--- src/gbv_pkg.sv ---
`timescale 1ns / 1ps
`default_nettype none
// Shared types, byte range bounds and range-test helpers for the GB18030 validator.
// No dependencies.

package gbv_pkg;

   // Sequence position codes
   localparam logic [1:0] POS_BOUNDARY = 2'd0;
   localparam logic [1:0] POS_LEAD     = 2'd1;
   localparam logic [1:0] POS_THIRD    = 2'd2;
   localparam logic [1:0] POS_FOURTH   = 2'd3;

   localparam logic [7:0] SINGLE_MAX     = 8'h7F;
   localparam logic [7:0] TWO_A_LEAD_LO  = 8'hB0;
   localparam logic [7:0] TWO_A_LEAD_HI  = 8'hF7;
   localparam logic [7:0] TWO_A_TRAIL_LO = 8'hA1;
   localparam logic [7:0] TWO_A_TRAIL_HI = 8'hFE;
   localparam logic [7:0] TWO_B_LEAD_LO  = 8'h81;
   localparam logic [7:0] TWO_B_LEAD_HI  = 8'hA0;
   localparam logic [7:0] TWO_B_TRAIL_LO = 8'h40;
   localparam logic [7:0] TWO_B_TRAIL_HI = 8'hFE;
   localparam logic [7:0] TWO_C_LEAD_LO  = 8'hAA;
   localparam logic [7:0] TWO_C_LEAD_HI  = 8'hFE;
   localparam logic [7:0] TWO_C_TRAIL_LO = 8'h40;
   localparam logic [7:0] TWO_C_TRAIL_HI = 8'hA0;
   localparam logic [7:0] FOUR_LEAD_A_LO = 8'h81;
   localparam logic [7:0] FOUR_LEAD_A_HI = 8'h82;
   localparam logic [7:0] FOUR_LEAD_B_LO = 8'h95;
   localparam logic [7:0] FOUR_LEAD_B_HI = 8'h98;
   localparam logic [7:0] DIGIT_LO       = 8'h30;
   localparam logic [7:0] DIGIT_HI       = 8'h39;
   localparam logic [7:0] FOUR_MID_LO    = 8'h81;
   localparam logic [7:0] FOUR_MID_HI    = 8'hFE;

   typedef struct packed {
      logic [1:0] seq_position;
      logic [7:0] lead_byte;
      logic       parse_failed;
   } gbv_state_type;

   localparam gbv_state_type STATE_RESET = '{
      seq_position: POS_BOUNDARY,
      lead_byte:    8'h00,
      parse_failed: 1'b0
   };

   function automatic logic in_range(logic [7:0] v, logic [7:0] lo, logic [7:0] hi);
      return v inside {[lo:hi]};
   endfunction

   function automatic logic is_four_lead(logic [7:0] b);
      return in_range(b, FOUR_LEAD_A_LO, FOUR_LEAD_A_HI)
          || in_range(b, FOUR_LEAD_B_LO, FOUR_LEAD_B_HI);
   endfunction

   function automatic logic is_two_pair(logic [7:0] lead, logic [7:0] trail);
      return (in_range(lead, TWO_A_LEAD_LO, TWO_A_LEAD_HI)
              && in_range(trail, TWO_A_TRAIL_LO, TWO_A_TRAIL_HI))
          || (in_range(lead, TWO_B_LEAD_LO, TWO_B_LEAD_HI)
              && in_range(trail, TWO_B_TRAIL_LO, TWO_B_TRAIL_HI))
          || (in_range(lead, TWO_C_LEAD_LO, TWO_C_LEAD_HI)
              && in_range(trail, TWO_C_TRAIL_LO, TWO_C_TRAIL_HI));
   endfunction

endpackage

`default_nettype wire

--- src/gbv_stream_ifs.sv ---
`timescale 1ns / 1ps
`default_nettype none
// Valid/ready channel interfaces for the byte input and the verdict output.
// No dependencies.

interface gbv_req_if;
   logic       valid;
   logic       ready;
   logic [7:0] data_byte;
   logic       end_of_text;
   logic       no_byte;

   modport source (output valid, output data_byte, output end_of_text, output no_byte,
                   input ready);
   modport sink   (input valid, input data_byte, input end_of_text, input no_byte,
                   output ready);
endinterface

interface gbv_rsp_if;
   logic valid;
   logic ready;
   logic text_valid;

   modport source (output valid, output text_valid, input ready);
   modport sink   (input valid, input text_valid, output ready);
endinterface

`default_nettype wire

--- src/gbv_step.sv ---
`timescale 1ns / 1ps
`default_nettype none
// Next-state and verdict logic for one item of the byte stream.
// Depends on gbv_pkg.

module gbv_step
   import gbv_pkg::*;
(
   input  wire gbv_state_type cur_state,
   input  wire logic [7:0]    data_byte,
   input  wire logic          end_of_text,
   input  wire logic          no_byte,
   output gbv_state_type      next_state,
   output logic               text_valid
);

   gbv_state_type after_byte;

   always_comb begin
      after_byte = cur_state;
      if (!no_byte && !cur_state.parse_failed) begin
         case (cur_state.seq_position)
            POS_BOUNDARY: begin
               if (data_byte <= SINGLE_MAX) begin
                  after_byte.seq_position = POS_BOUNDARY;
               end else if (in_range(data_byte, TWO_B_LEAD_LO, TWO_B_LEAD_HI)
                            || in_range(data_byte, TWO_C_LEAD_LO, TWO_C_LEAD_HI)) begin
                  after_byte.lead_byte    = data_byte;
                  after_byte.seq_position = POS_LEAD;
               end else begin
                  after_byte.parse_failed = 1'b1;
               end
            end
            POS_LEAD: begin
               if (in_range(data_byte, DIGIT_LO, DIGIT_HI) && is_four_lead(cur_state.lead_byte)) begin
                  after_byte.seq_position = POS_THIRD;
               end else if (is_two_pair(cur_state.lead_byte, data_byte)) begin
                  after_byte.seq_position = POS_BOUNDARY;
               end else begin
                  after_byte.parse_failed = 1'b1;
               end
            end
            POS_THIRD: begin
               if (in_range(data_byte, FOUR_MID_LO, FOUR_MID_HI)) begin
                  after_byte.seq_position = POS_FOURTH;
               end else begin
                  after_byte.parse_failed = 1'b1;
               end
            end
            default: begin
               if (in_range(data_byte, DIGIT_LO, DIGIT_HI)) begin
                  after_byte.seq_position = POS_BOUNDARY;
               end else begin
                  after_byte.parse_failed = 1'b1;
               end
            end
         endcase
      end

      text_valid = !after_byte.parse_failed && (after_byte.seq_position == POS_BOUNDARY);
      // closing item returns the parser to its reset state for the next string
      next_state = end_of_text ? STATE_RESET : after_byte;
   end

endmodule

`default_nettype wire

--- src/gb18030_byte_stream_validator_top.sv ---
`timescale 1ns / 1ps
`default_nettype none
// Top level of the GB18030 byte stream validator.
// Depends on gbv_pkg, gbv_stream_ifs (gbv_req_if, gbv_rsp_if) and gbv_step.

// The block checks a string, one byte per transfer on req_chan, against the
// GB18030 sequence rules (one-, two- and four-byte forms) and gives a single
// verdict transfer on rsp_chan for each string, on the item with end_of_text
// set. An item with no_byte set carries no byte; with end_of_text it just
// closes the string (so an empty string is valid), without it it does nothing.
// Throughput is one item per clock unless a closing item stalls: each item is
// held in an input register while the range checks update the parser state,
// and a verdict lands in an output register, from which it is valid on
// rsp_chan. The only stall is a closing item that meets a verdict not yet
// taken; bytes that close nothing never stall on their own, though they
// queue behind a closing item that waits.
// After a verdict the parser is back at its reset state for the next string.

module gb18030_byte_stream_validator_top
   import gbv_pkg::*;
(
   input wire logic clock,
   input wire logic reset,
   gbv_req_if.sink   req_chan,
   gbv_rsp_if.source rsp_chan
);

   // input register
   logic       in_valid_ff;
   logic [7:0] in_data_byte_ff;
   logic       in_end_of_text_ff;
   logic       in_no_byte_ff;

   // parser state
   gbv_state_type state_ff;
   gbv_state_type state_in;

   // output register
   logic out_valid_ff;
   logic out_valid_in;
   logic out_text_valid_ff;
   logic out_text_valid_in;

   logic step_text_valid;
   logic stage_go;
   logic out_blocked;

   gbv_step u_step (
      .cur_state   (state_ff),
      .data_byte   (in_data_byte_ff),
      .end_of_text (in_end_of_text_ff),
      .no_byte     (in_no_byte_ff),
      .next_state  (state_in),
      .text_valid  (step_text_valid)
   );

   // a closing item can only move on if the output register is free or being read this cycle
   assign out_blocked = out_valid_ff && !rsp_chan.ready;
   assign stage_go    = in_valid_ff && !(in_end_of_text_ff && out_blocked);

   assign req_chan.ready = !in_valid_ff || stage_go;

   always_comb begin
      out_valid_in      = out_valid_ff && !rsp_chan.ready;
      out_text_valid_in = out_text_valid_ff;
      if (stage_go && in_end_of_text_ff) begin
         out_valid_in      = 1'b1;
         out_text_valid_in = step_text_valid;
      end
   end

   always_ff @(posedge clock) begin
      if (reset) begin
         in_valid_ff  <= 1'b0;
         state_ff     <= STATE_RESET;
         out_valid_ff <= 1'b0;
      end else begin
         if (req_chan.ready) begin
            in_valid_ff <= req_chan.valid;
         end
         if (stage_go) begin
            state_ff <= state_in;
         end
         out_valid_ff <= out_valid_in;
      end
   end

   // payload registers, no reset
   always_ff @(posedge clock) begin
      if (req_chan.valid && req_chan.ready) begin
         in_data_byte_ff   <= req_chan.data_byte;
         in_end_of_text_ff <= req_chan.end_of_text;
         in_no_byte_ff     <= req_chan.no_byte;
      end
      out_text_valid_ff <= out_text_valid_in;
   end

   assign rsp_chan.valid      = out_valid_ff;
   assign rsp_chan.text_valid = out_text_valid_ff;

endmodule

`default_nettype wire
--- src/flat_wrapper.sv ---
// flat-port wrapper written by rule: the top's interface ports become plain ports
module gb18030_byte_stream_validator_top_flat import gbv_pkg::*;
  (clock, reset, req_chan_valid, req_chan_data_byte, req_chan_end_of_text, req_chan_no_byte, req_chan_ready, rsp_chan_valid, rsp_chan_text_valid, rsp_chan_ready);
  gbv_req_if req_chan_i ();
  gbv_rsp_if rsp_chan_i ();
  input wire logic clock;
  input wire logic reset;
  input wire logic [$bits(req_chan_i.valid)-1:0] req_chan_valid;
  input wire logic [$bits(req_chan_i.data_byte)-1:0] req_chan_data_byte;
  input wire logic [$bits(req_chan_i.end_of_text)-1:0] req_chan_end_of_text;
  input wire logic [$bits(req_chan_i.no_byte)-1:0] req_chan_no_byte;
  output wire logic [$bits(req_chan_i.ready)-1:0] req_chan_ready;
  output wire logic [$bits(rsp_chan_i.valid)-1:0] rsp_chan_valid;
  output wire logic [$bits(rsp_chan_i.text_valid)-1:0] rsp_chan_text_valid;
  input wire logic [$bits(rsp_chan_i.ready)-1:0] rsp_chan_ready;
  assign req_chan_i.valid = req_chan_valid;
  assign req_chan_i.data_byte = req_chan_data_byte;
  assign req_chan_i.end_of_text = req_chan_end_of_text;
  assign req_chan_i.no_byte = req_chan_no_byte;
  assign req_chan_ready = req_chan_i.ready;
  assign rsp_chan_valid = rsp_chan_i.valid;
  assign rsp_chan_text_valid = rsp_chan_i.text_valid;
  assign rsp_chan_i.ready = rsp_chan_ready;
  gb18030_byte_stream_validator_top u_core (.clock(clock), .reset(reset), .req_chan(req_chan_i), .rsp_chan(rsp_chan_i));
endmodule
--- config.mk ---
export PLATFORM = sky130hd
export DESIGN_NAME = gb18030_byte_stream_validator_top_flat
export DESIGN_NICKNAME = d
export VERILOG_FILES = /design/src/gbv_pkg.sv /design/src/gbv_stream_ifs.sv /design/src/gbv_step.sv /design/src/gb18030_byte_stream_validator_top.sv /design/src/flat_wrapper.sv
export SDC_FILE = /design/constraint.sdc
export NUM_CORES = 1
export LEC_CHECK = 0
export CAP_MARGIN = 0
export CELL_PAD_IN_SITES_DETAIL_PLACEMENT = 1
export CELL_PAD_IN_SITES_GLOBAL_PLACEMENT = 2
export CORE_MARGIN = 4
export CORE_UTILIZATION = 34
export DETAILED_ROUTE_END_ITERATION = 10
export DONT_BUFFER_PORTS = 1
export PLACE_DENSITY = 0.74
export REMOVE_ABC_BUFFERS = 1
export SLEW_MARGIN = 20
export SYNTH_ARGS = -nofsm -noshare
export SYNTH_HDL_FRONTEND = slang
export SYNTH_SLANG_ARGS = --single-unit
export TNS_END_PERCENT = 100
--- constraint.sdc ---
create_clock -name clock -period 1.85 [get_ports clock]
set_input_delay 0.37 -clock clock [delete_from_list [all_inputs] [get_ports clock]]
set_output_delay 0.37 -clock clock [all_outputs]
set_load 0.01 [all_outputs]
# After elaboration in Yosys (flattened, before gate mapping)
# Index checks and enable logic that the tools add are counted.
# op_classes
n_lt_le_gt_ge	18
n_eq_ne	3
n_mux	18
n_reduce_logical	40
# ops
op	count
$ge A8 B8 Y1 const B	7
$le A8 B8 Y1 const B	7
$logic_and A1 B1 Y1	23
$mux W11	2
$mux W10	1
$mux W2	5
$mux W9	1
$ge A8 B6 Y1 const B	1
$ge A8 B7 Y1 const B	1
$le A8 B6 Y1 const B	1
$le A8 B7 Y1 const B	1
$mux W8	1
$logic_not A1 Y1	6
$mux W1	6
$pmux W2 S3	1
$reduce_bool A2 Y1	3
$logic_or A1 B1 Y1	5
$reduce_and A5 Y1	1
$logic_not A2 Y1	2
$pmux W1 S3	1
$eq A2 B1 Y1 const B	1
$eq A2 B2 Y1 const B	1
$ne A2 B1 Y1 const B	1
# totals
reg_bits	24
inputBits	14
out_inout_bits	3

# Logic depth before layout (Yosys ltp)
# Gate-level depths: netlist of the first run.
# depth
ltp_word	11
mapped_depth	7
ltp_nobuf	6

# Hierarchy
# A second synthesis of the first run with hierarchy kept.
# hier_totals
cells_unflattened	171
hier_area_um2	1634.1
# modules_own_cells
mod	n_inst	cells_per_inst	area_per_inst_um2	seq_area_each_um2
gb18030_byte_stream_validator_top	1	69	928.4	590.6
gbv_step	1	102	705.7	0.0

# Worst setup path before layout of the first run
# No wires, ideal clock.
# synth_path
path_kind	register -> register
from	register u_core.in_data_byte_ff[0]
to	register u_core.state_ff[1] in the netlist's numbering
setup_ps	92
arrival_time_ps	1812
path_slack_ps	-54
path_stages_with_launch	8
synth_period_minus_slack_ps	1904
cell_sequence	edfxtp_1 nor4_4 a21o_1 and4_4 o211ai_2 or3_1 buf_6 o32ai_1
# synth_between
elab_chain_len	5
# synth_lines
item	line	text
start: declaration	gb18030_byte_stream_validator_top.sv:30	logic [7:0] in_data_byte_ff;
start signal: assignment	gb18030_byte_stream_validator_top.sv:91	in_data_byte_ff <= req_chan.data_byte;
$ge A8 B8 Y1, or another cell as far along	gbv_pkg.sv:49	return v inside {[lo:hi]};
$logic_and A1 B1 Y1 / $mux W9 (equally long branches)	gbv_pkg.sv:49, gbv_step.sv:24	
$logic_or A1 B1 Y1 / $mux W8 (equally long branches)	gbv_step.sv:27, gbv_step.sv:22	
$reduce_bool A2 Y1 (no source line) / $mux W11 (equally long branches)	--	
$reduce_and A5 Y1 (no source line) / $mux W11 (equally long branches)	--	
end signal: assignment	gb18030_byte_stream_validator_top.sv:82	state_ff <= state_in;
end: declaration	gb18030_byte_stream_validator_top.sv:35	gbv_state_type state_ff;
# Several ways; a longest one is shown, not always the timed one. The select of a mux whose other input is x is not followed.
# A chain may end at the register's enable or synchronous reset.

# Worst setup path in the final report of the first run
# layout_path
from	register u_core.in_data_byte_ff[2]
to	register u_core.state_ff[6] in the netlist's numbering
# layout_between
elab_chain_len	5
# layout_lines
item	line	text
$ge A8 B8 Y1 / $le A8 B8 Y1 (equally long branches)	gbv_pkg.sv:49	
$logic_and A1 B1 Y1	gbv_pkg.sv:49	
$logic_or A1 B1 Y1	gbv_step.sv:27	|| in_range(data_byte, TWO_C_LEAD_LO, TWO_C_LEAD_HI)) begin
$reduce_bool A2 Y1 (no source line)	--	
$reduce_and A5 Y1 (no source line) *	--	
# Every way passes the cells marked *; elsewhere a longest branch is shown, timed or not.

==> impl_metrics.csv, run 1 <==
group,metric,value,unit
outcome,status,"complete, but fails checks",
outcome,failed_checks,"negative setup slack",
floorplanning,die_x,68.1,um
logic_synthesis,synthArstFlopShare,0,%
layout,diodes,0,
placed_design,pre_cts_slack,-0.300,ns
worst_setup_path,slowest_stage,"or3_4",
layout,n_fill_cell,388,
routing,wl_per_cell,17.0,um
cts,hold_buffers,0,
logic_synthesis,syn_area_per_cell,9.51,um^2
cts,cts_buffer_depth,2,
power,irDropWorstVdd,0.000481,V
power,p_leak,0.605,nW
global_route,grt_first_pass_wirelength,5.47,mm
timing,fin_tns_setup,-1.71,ns
cts,cts-root-buf,"clkbuf_4",
logic_synthesis,synth_area_leaders,"edfxtp_1 (27%), dfxtp_1 (21%), inv_1 (6.1%)",
logic_synthesis,synth.top_cell.area_share,26.9,%
worst_setup_path,path_max_fanout,8,
cts,clkTransAtPathRegs,0.13,ns
cts,cts_made_buffers,3,
cts,clk_latency,0.32,ns
floorplanning,core_area,0.00342,mm^2
routing,routed_via_density,5.44,
global_route,grt_pass1_vias,1191,
layout,final_layout_size_suffix_gt1_share,33.1,%
routing,num_vias,1105,
layout,multi_input_area,681,um^2
worst_setup_path,cp.required,2.09,ns
timing,period_share,111,%
routing,ant_nets,0,
floorplanning,dieHeight,68.1,um
placed_design,numPortBuffers,0,
logic_synthesis,yosysUniqueCellTypes,38,
timing,rsz0062_at_grt,"true",
timing,finalSetupViolCount,12,
global_route,grt_overflow,0,
logic_synthesis,synth-seq-cells,24,
logic_synthesis,synth_edf_count,11,
layout,layout_commonest_cell,"buf_4",
cts,htreeDepth,1,
routing,drtIter0Drc,39,
timing,slew_violations,0,
layout,mostFrequentLayoutCells,"buf_4 (25), inv_1 (20), dfxtp_1 (13)",
worst_setup_path,critPathMaxStageDelay,0.48,ns
worst_setup_path,worst_setup_path_start_kind,"flop",
logic_synthesis,ys.warnings.count,0,
floorplanning,rows,21,
logic_synthesis,synth_seq_area_share,48.1,%
job,maxCapViolations,0,
routing,first_pass_iters,4,
cts,cts_num_sinks,24,
worst_hold_path,hold_path_class,"in -> reg",
placed_design,dpl.hpwl,2.48,mm
timing,hold_viol,0,
cts,cts_tree,"yes",
timing,fin_crit,2.05,ns
logic_synthesis,syn-cell-area,0.00123,mm^2
timing,slew_headroom,73.4,%
worst_setup_path,cp_cell_sequence,"buf_6 -> nor4_4 -> a21o_1 -> and4_4 -> o211ai_4 -> or3_4 -> o32ai_1",
logic_synthesis,syn_inst,129,
global_route,grt_max_degree,15,
layout,fin_nets,172,
worst_setup_path,cp-end-kind,"flop",
routing,drc,0,
layout,syn_to_final_growth,34.5,%
logic_synthesis,synthFlopType,"dfxtp_1",
worst_setup_path,path_class,"reg -> reg",
floorplanning,die-area,0.00464,mm^2
global_route,grt_antenna_before_repair,0,
layout,area.sequential,591,um^2
logic_synthesis,synth_top_area_cell,"edfxtp_1",
timing,finalClockSkew,0.00648,ns
timing,setup_ws,-0.199,ns
power,p_total,0.00101,W
placed_design,place_congestion,0.758,
timing,worst_slew_pin_slew,0.400,ns
floorplanning,start_util,35.9,%
floorplanning,ios,17,
routing,routed_wirelength,3.45,mm
timing,max_freq,488,MHz
worst_setup_path,cp.arrival,2.29,ns
global_route,grt_use_total,16.2,%
power,power_density,611,mW/mm^2
[flip-flops by register name, summed over array words and instances (netlist names)]
register	cells
u_core.in_end_of_text_ff	1
u_core.rsp_chan.text_valid	1
u_core.in_no_byte_ff	1
u_core.in_valid_ff	1
u_core.rsp_chan.valid	1
u_core.state_ff	11
u_core.in_data_byte_ff	8
[final timing paths]
kind                                                 from                 end  slack, ns  cells after the start
worst min-delay path                                reset  u_core.in_valid_ff       0.09                      1
worst max-delay path            u_core.in_data_byte_ff[2]  u_core.state_ff[6]      -0.20                      7
worst min register to register         u_core.state_ff[1]  u_core.state_ff[1]       0.54                      2
worst max register to register  u_core.in_data_byte_ff[2]  u_core.state_ff[6]      -0.20                      7
[worst max-delay path, delay by kind of cell (launching register included)]
kind	cells	cell delay (ns)
and+or+nand+nor	3	1.01
DFF	1	0.42
AOI/OAI and AO/OA	3	0.39
buffers and inverters	1	0.15
[logic make-up after synthesis]
kind of cell,Yosys count,share of synthesized area [%]
buffers and inverters,23,7.65
AOI/OAI and AO/OA,38,23.5
DFF,24,48.1
and+or+nand+nor,41,18.6
xor gates and xnor gates,3,2.14
[where the power goes]
part	switching [W]	internal (W)
Clock	0.000162	0.000121
Sequential	0.0000178	0.000575
Combinational	0.0000712	0.0000621
[cell usage after synthesis, drive strengths merged (2+ instances only)]
library cell	number
a21oi	7
a31oi	2
nand3	5
o2111a	2
o211ai	2
o32ai	7
nor2	10
o21ai	5
nor2b	2
edfxtp	11
xnor2	2
a311oi	2
o21a	2
inv	20
clkbuf	2
nand2	7
or3	3
nand4	6
nor3	2
nor4	2
dfxtp	13
[repair_timing]
action,in CTS,in global routing
pin swaps,3,19
buffers inserted,5,3
setup endpoints to repair,12,12
resized for setup,14,13
[routing by layer]
metal / up-vias / part of all wire, % / global-route usage, % / routed length [um]
met5: - / 0 / 0 / 0
met2: 16 / 53 / 29.1 / 1830
met4: 0 / 1.8 / 5.96 / 62
met3: 6 / 1.7 / 2.46 / 59
li1: 546 / - / - / -
met1: 537 / 43 / 19.1 / 1490
[layout make-up]
class                           instances  area share, %
Multi-Input combinational cell         82           41.2
Sequential cell                        24           35.8
Timing Repair Buffer                   27           12.7
Inverter                               20           4.55
Tap cell                               46           3.49
Clock buffer                            4           2.20
[through the flow]
step	hold WS (ns)	instance area, um^2	util, %	instances
global route	0.0703	1650	48.3	203
global placement	0.442	1410	41.2	191
finish	0.0945	1650	48.3	203
floorplan	0.439	1210	-	126
detailed placement	0.448	1410	41.2	191
CTS	0.0943	1550	45.3	200
Power figures use the tool's default switching activity.
==> run 2, diff against run 1 <==
- BUFFER_PORTS_ARGS: not set -> -buffer_cell sky130_fd_sc_hd__buf_4
- CORE_UTILIZATION: 34 -> 31
- DONT_BUFFER_PORTS: 1 -> not set
- PLACE_DENSITY: 0.74 -> 0.75
==> impl_metrics.csv, run 2 (same netlist as run 1, synthesis figures left out) <==
group,metric,value,unit
worst_setup_path,cp.required,1.99,ns
timing,worst_slew_pin_slew,0.400,ns
routing,num_vias,1149,
cts,clk_latency,0.27,ns
worst_setup_path,slowest_stage,"edfxtp_1",
worst_setup_path,critPathBufInv,1,
cts,clkTransAtPathRegs,0.09,ns
worst_setup_path,cp_cell_sequence,"nor4_4 -> buf_4 -> a21oi_2 -> a2111o_1 -> o211ai_1 -> o2111a_1",
timing,finalClockSkew,0.00549,ns
cts,cts-root-buf,"clkbuf_8",
global_route,grt_use_total,13.5,%
layout,multi_input_area,731,um^2
routing,drc,0,
timing,max_freq,502,MHz
routing,ant_nets,0,
floorplanning,die_x,70.9,um
worst_setup_path,critPathTopFamily,"compound AO/OA/AOI/OAI gates",
placed_design,dp_cells,207,
layout,largest_reg_flops,11,
timing,period_share,108,%
layout,final_layout_size_suffix_gt1_share,41.7,%
global_route,grt_pass1_vias,1202,
floorplanning,ios,17,
layout,area.sequential,591,um^2
global_route,grt_max_degree,15,
cts,cts_made_buffers,3,
outcome,status,"complete, but fails checks",
outcome,failed_checks,"negative setup slack",
layout,top_register,"u_core.state_ff",
routing,routed_wirelength,3.31,mm
placed_design,dpl.hpwl,2.42,mm
floorplanning,die-area,0.00503,mm^2
layout,mostFrequentLayoutCells,"buf_4 (36), inv_1 (19), dfxtp_1 (13)",
placed_design,placed_area,0.00152,mm^2
floorplanning,core_area,0.00374,mm^2
timing,rsz0062_at_grt,"true",
global_route,grt_antenna_before_repair,0,
worst_setup_path,critPathMaxStageDelay,0.51,ns
timing,slew_violations,0,
cts,hold_buffers,0,
timing,hold_ws,0.268,ns
worst_hold_path,hold_path_class,"in -> reg",
layout,syn_to_final_growth,47.2,%
layout,layout_commonest_cell,"buf_4",
placed_design,numPortBuffers,16,
timing,slew_headroom,73.1,%
layout,instances_no_fill,216,
floorplanning,rows,22,
global_route,grt_overflow,0,
job,maxCapViolations,0,
worst_setup_path,path_max_fanout,4,
routing,drtIter0Drc,22,
routing,wl_per_cell,15.3,um
layout,diodes,0,
routing,first_pass_iters,4,
cts,cts_num_sinks,24,
placed_design,place_congestion,0.868,
layout,n_fill_cell,448,
layout,reg.largest.list,"u_core.state_ff: 11 flops, u_core.in_data_byte_ff: 8 flops",
timing,hold_viol,0,
worst_setup_path,path_class,"reg -> reg",
power,power_density,614,mW/mm^2
global_route,grt_first_pass_wirelength,5.41,mm
power,irDropWorstVdd,0.000514,V
layout,fin_nets,183,
timing,fin_crit,1.99,ns
worst_setup_path,cp.arrival,2.14,ns
worst_setup_path,worst_setup_path_start_kind,"flop",
floorplanning,dieHeight,70.9,um
routing,routed_via_density,5.32,
timing,finalSetupViolCount,11,
cts,cts_tree,"yes",
power,p_total,0.00111,W
cts,cts_buffer_depth,2,
timing,setup_ws,-0.143,ns
floorplanning,start_util,32.8,%
layout,final_area,0.00181,mm^2
cts,htreeDepth,1,
power,p_leak,0.667,nW
worst_setup_path,cp-end-kind,"flop",
-- run 2: power by group --
part           internal, W  leakage, nW  switching [W]
Combinational    0.0000771        0.426      0.0000801
Clock             0.000190       0.0288       0.000169
Sequential        0.000574        0.212      0.0000189
-- run 2: worst paths after layout --
path | start | to | slack (ns) | depth (start not counted)
min | req_chan_no_byte | u_core.in_no_byte_ff | 0.27 | 1
min reg2reg | u_core.state_ff[1] | u_core.state_ff[1] | 0.53 | 2
max | u_core.in_data_byte_ff[3] | u_core.rsp_chan.text_valid | -0.14 | 6
max reg2reg | u_core.in_data_byte_ff[3] | u_core.rsp_chan.text_valid | -0.14 | 6
-- run 2: final cells by class --
type	count	share of cell area (%)
inverter	20	4.29
clock buffer	4	3.05
timing repair buffer	38	16.2
multi-input combinational	82	40.4
tap	48	3.32
sequential	24	32.7
-- run 2: per-layer routing --
layer  share of wire (%)  global-route usage (%)  vias to the layer above
met4                 2.1                    5.64                        0
met5                   0                       0                        -
met1                  46                    16.7                      555
li1                    -                       -                      564
met3                 2.6                    1.85                        7
met2                  49                    23.5                       23
-- run 2: metrics by stage --
stage / worst slack, ns / util, % / TNS, ns
detailed placement: -0.163 / 40.5 / -1.57
finish: -0.143 / 48.3 / -0.797
CTS: -0.0871 / 45.5 / -0.686
floorplan: -0.0402 / - / -0.285
global route: -0.286 / 48.3 / -2.35
global placement: -0.180 / 40.5 / -1.00
-- run 2: what timing repair did --
| action | in CTS | in global routing |
|---|---|---|
| pin swaps | 17 | 16 |
| gates resized for setup | 22 | 15 |
| endpoints found under the setup margin | 12 | 12 |
| setup buffers | 1 | 4 |
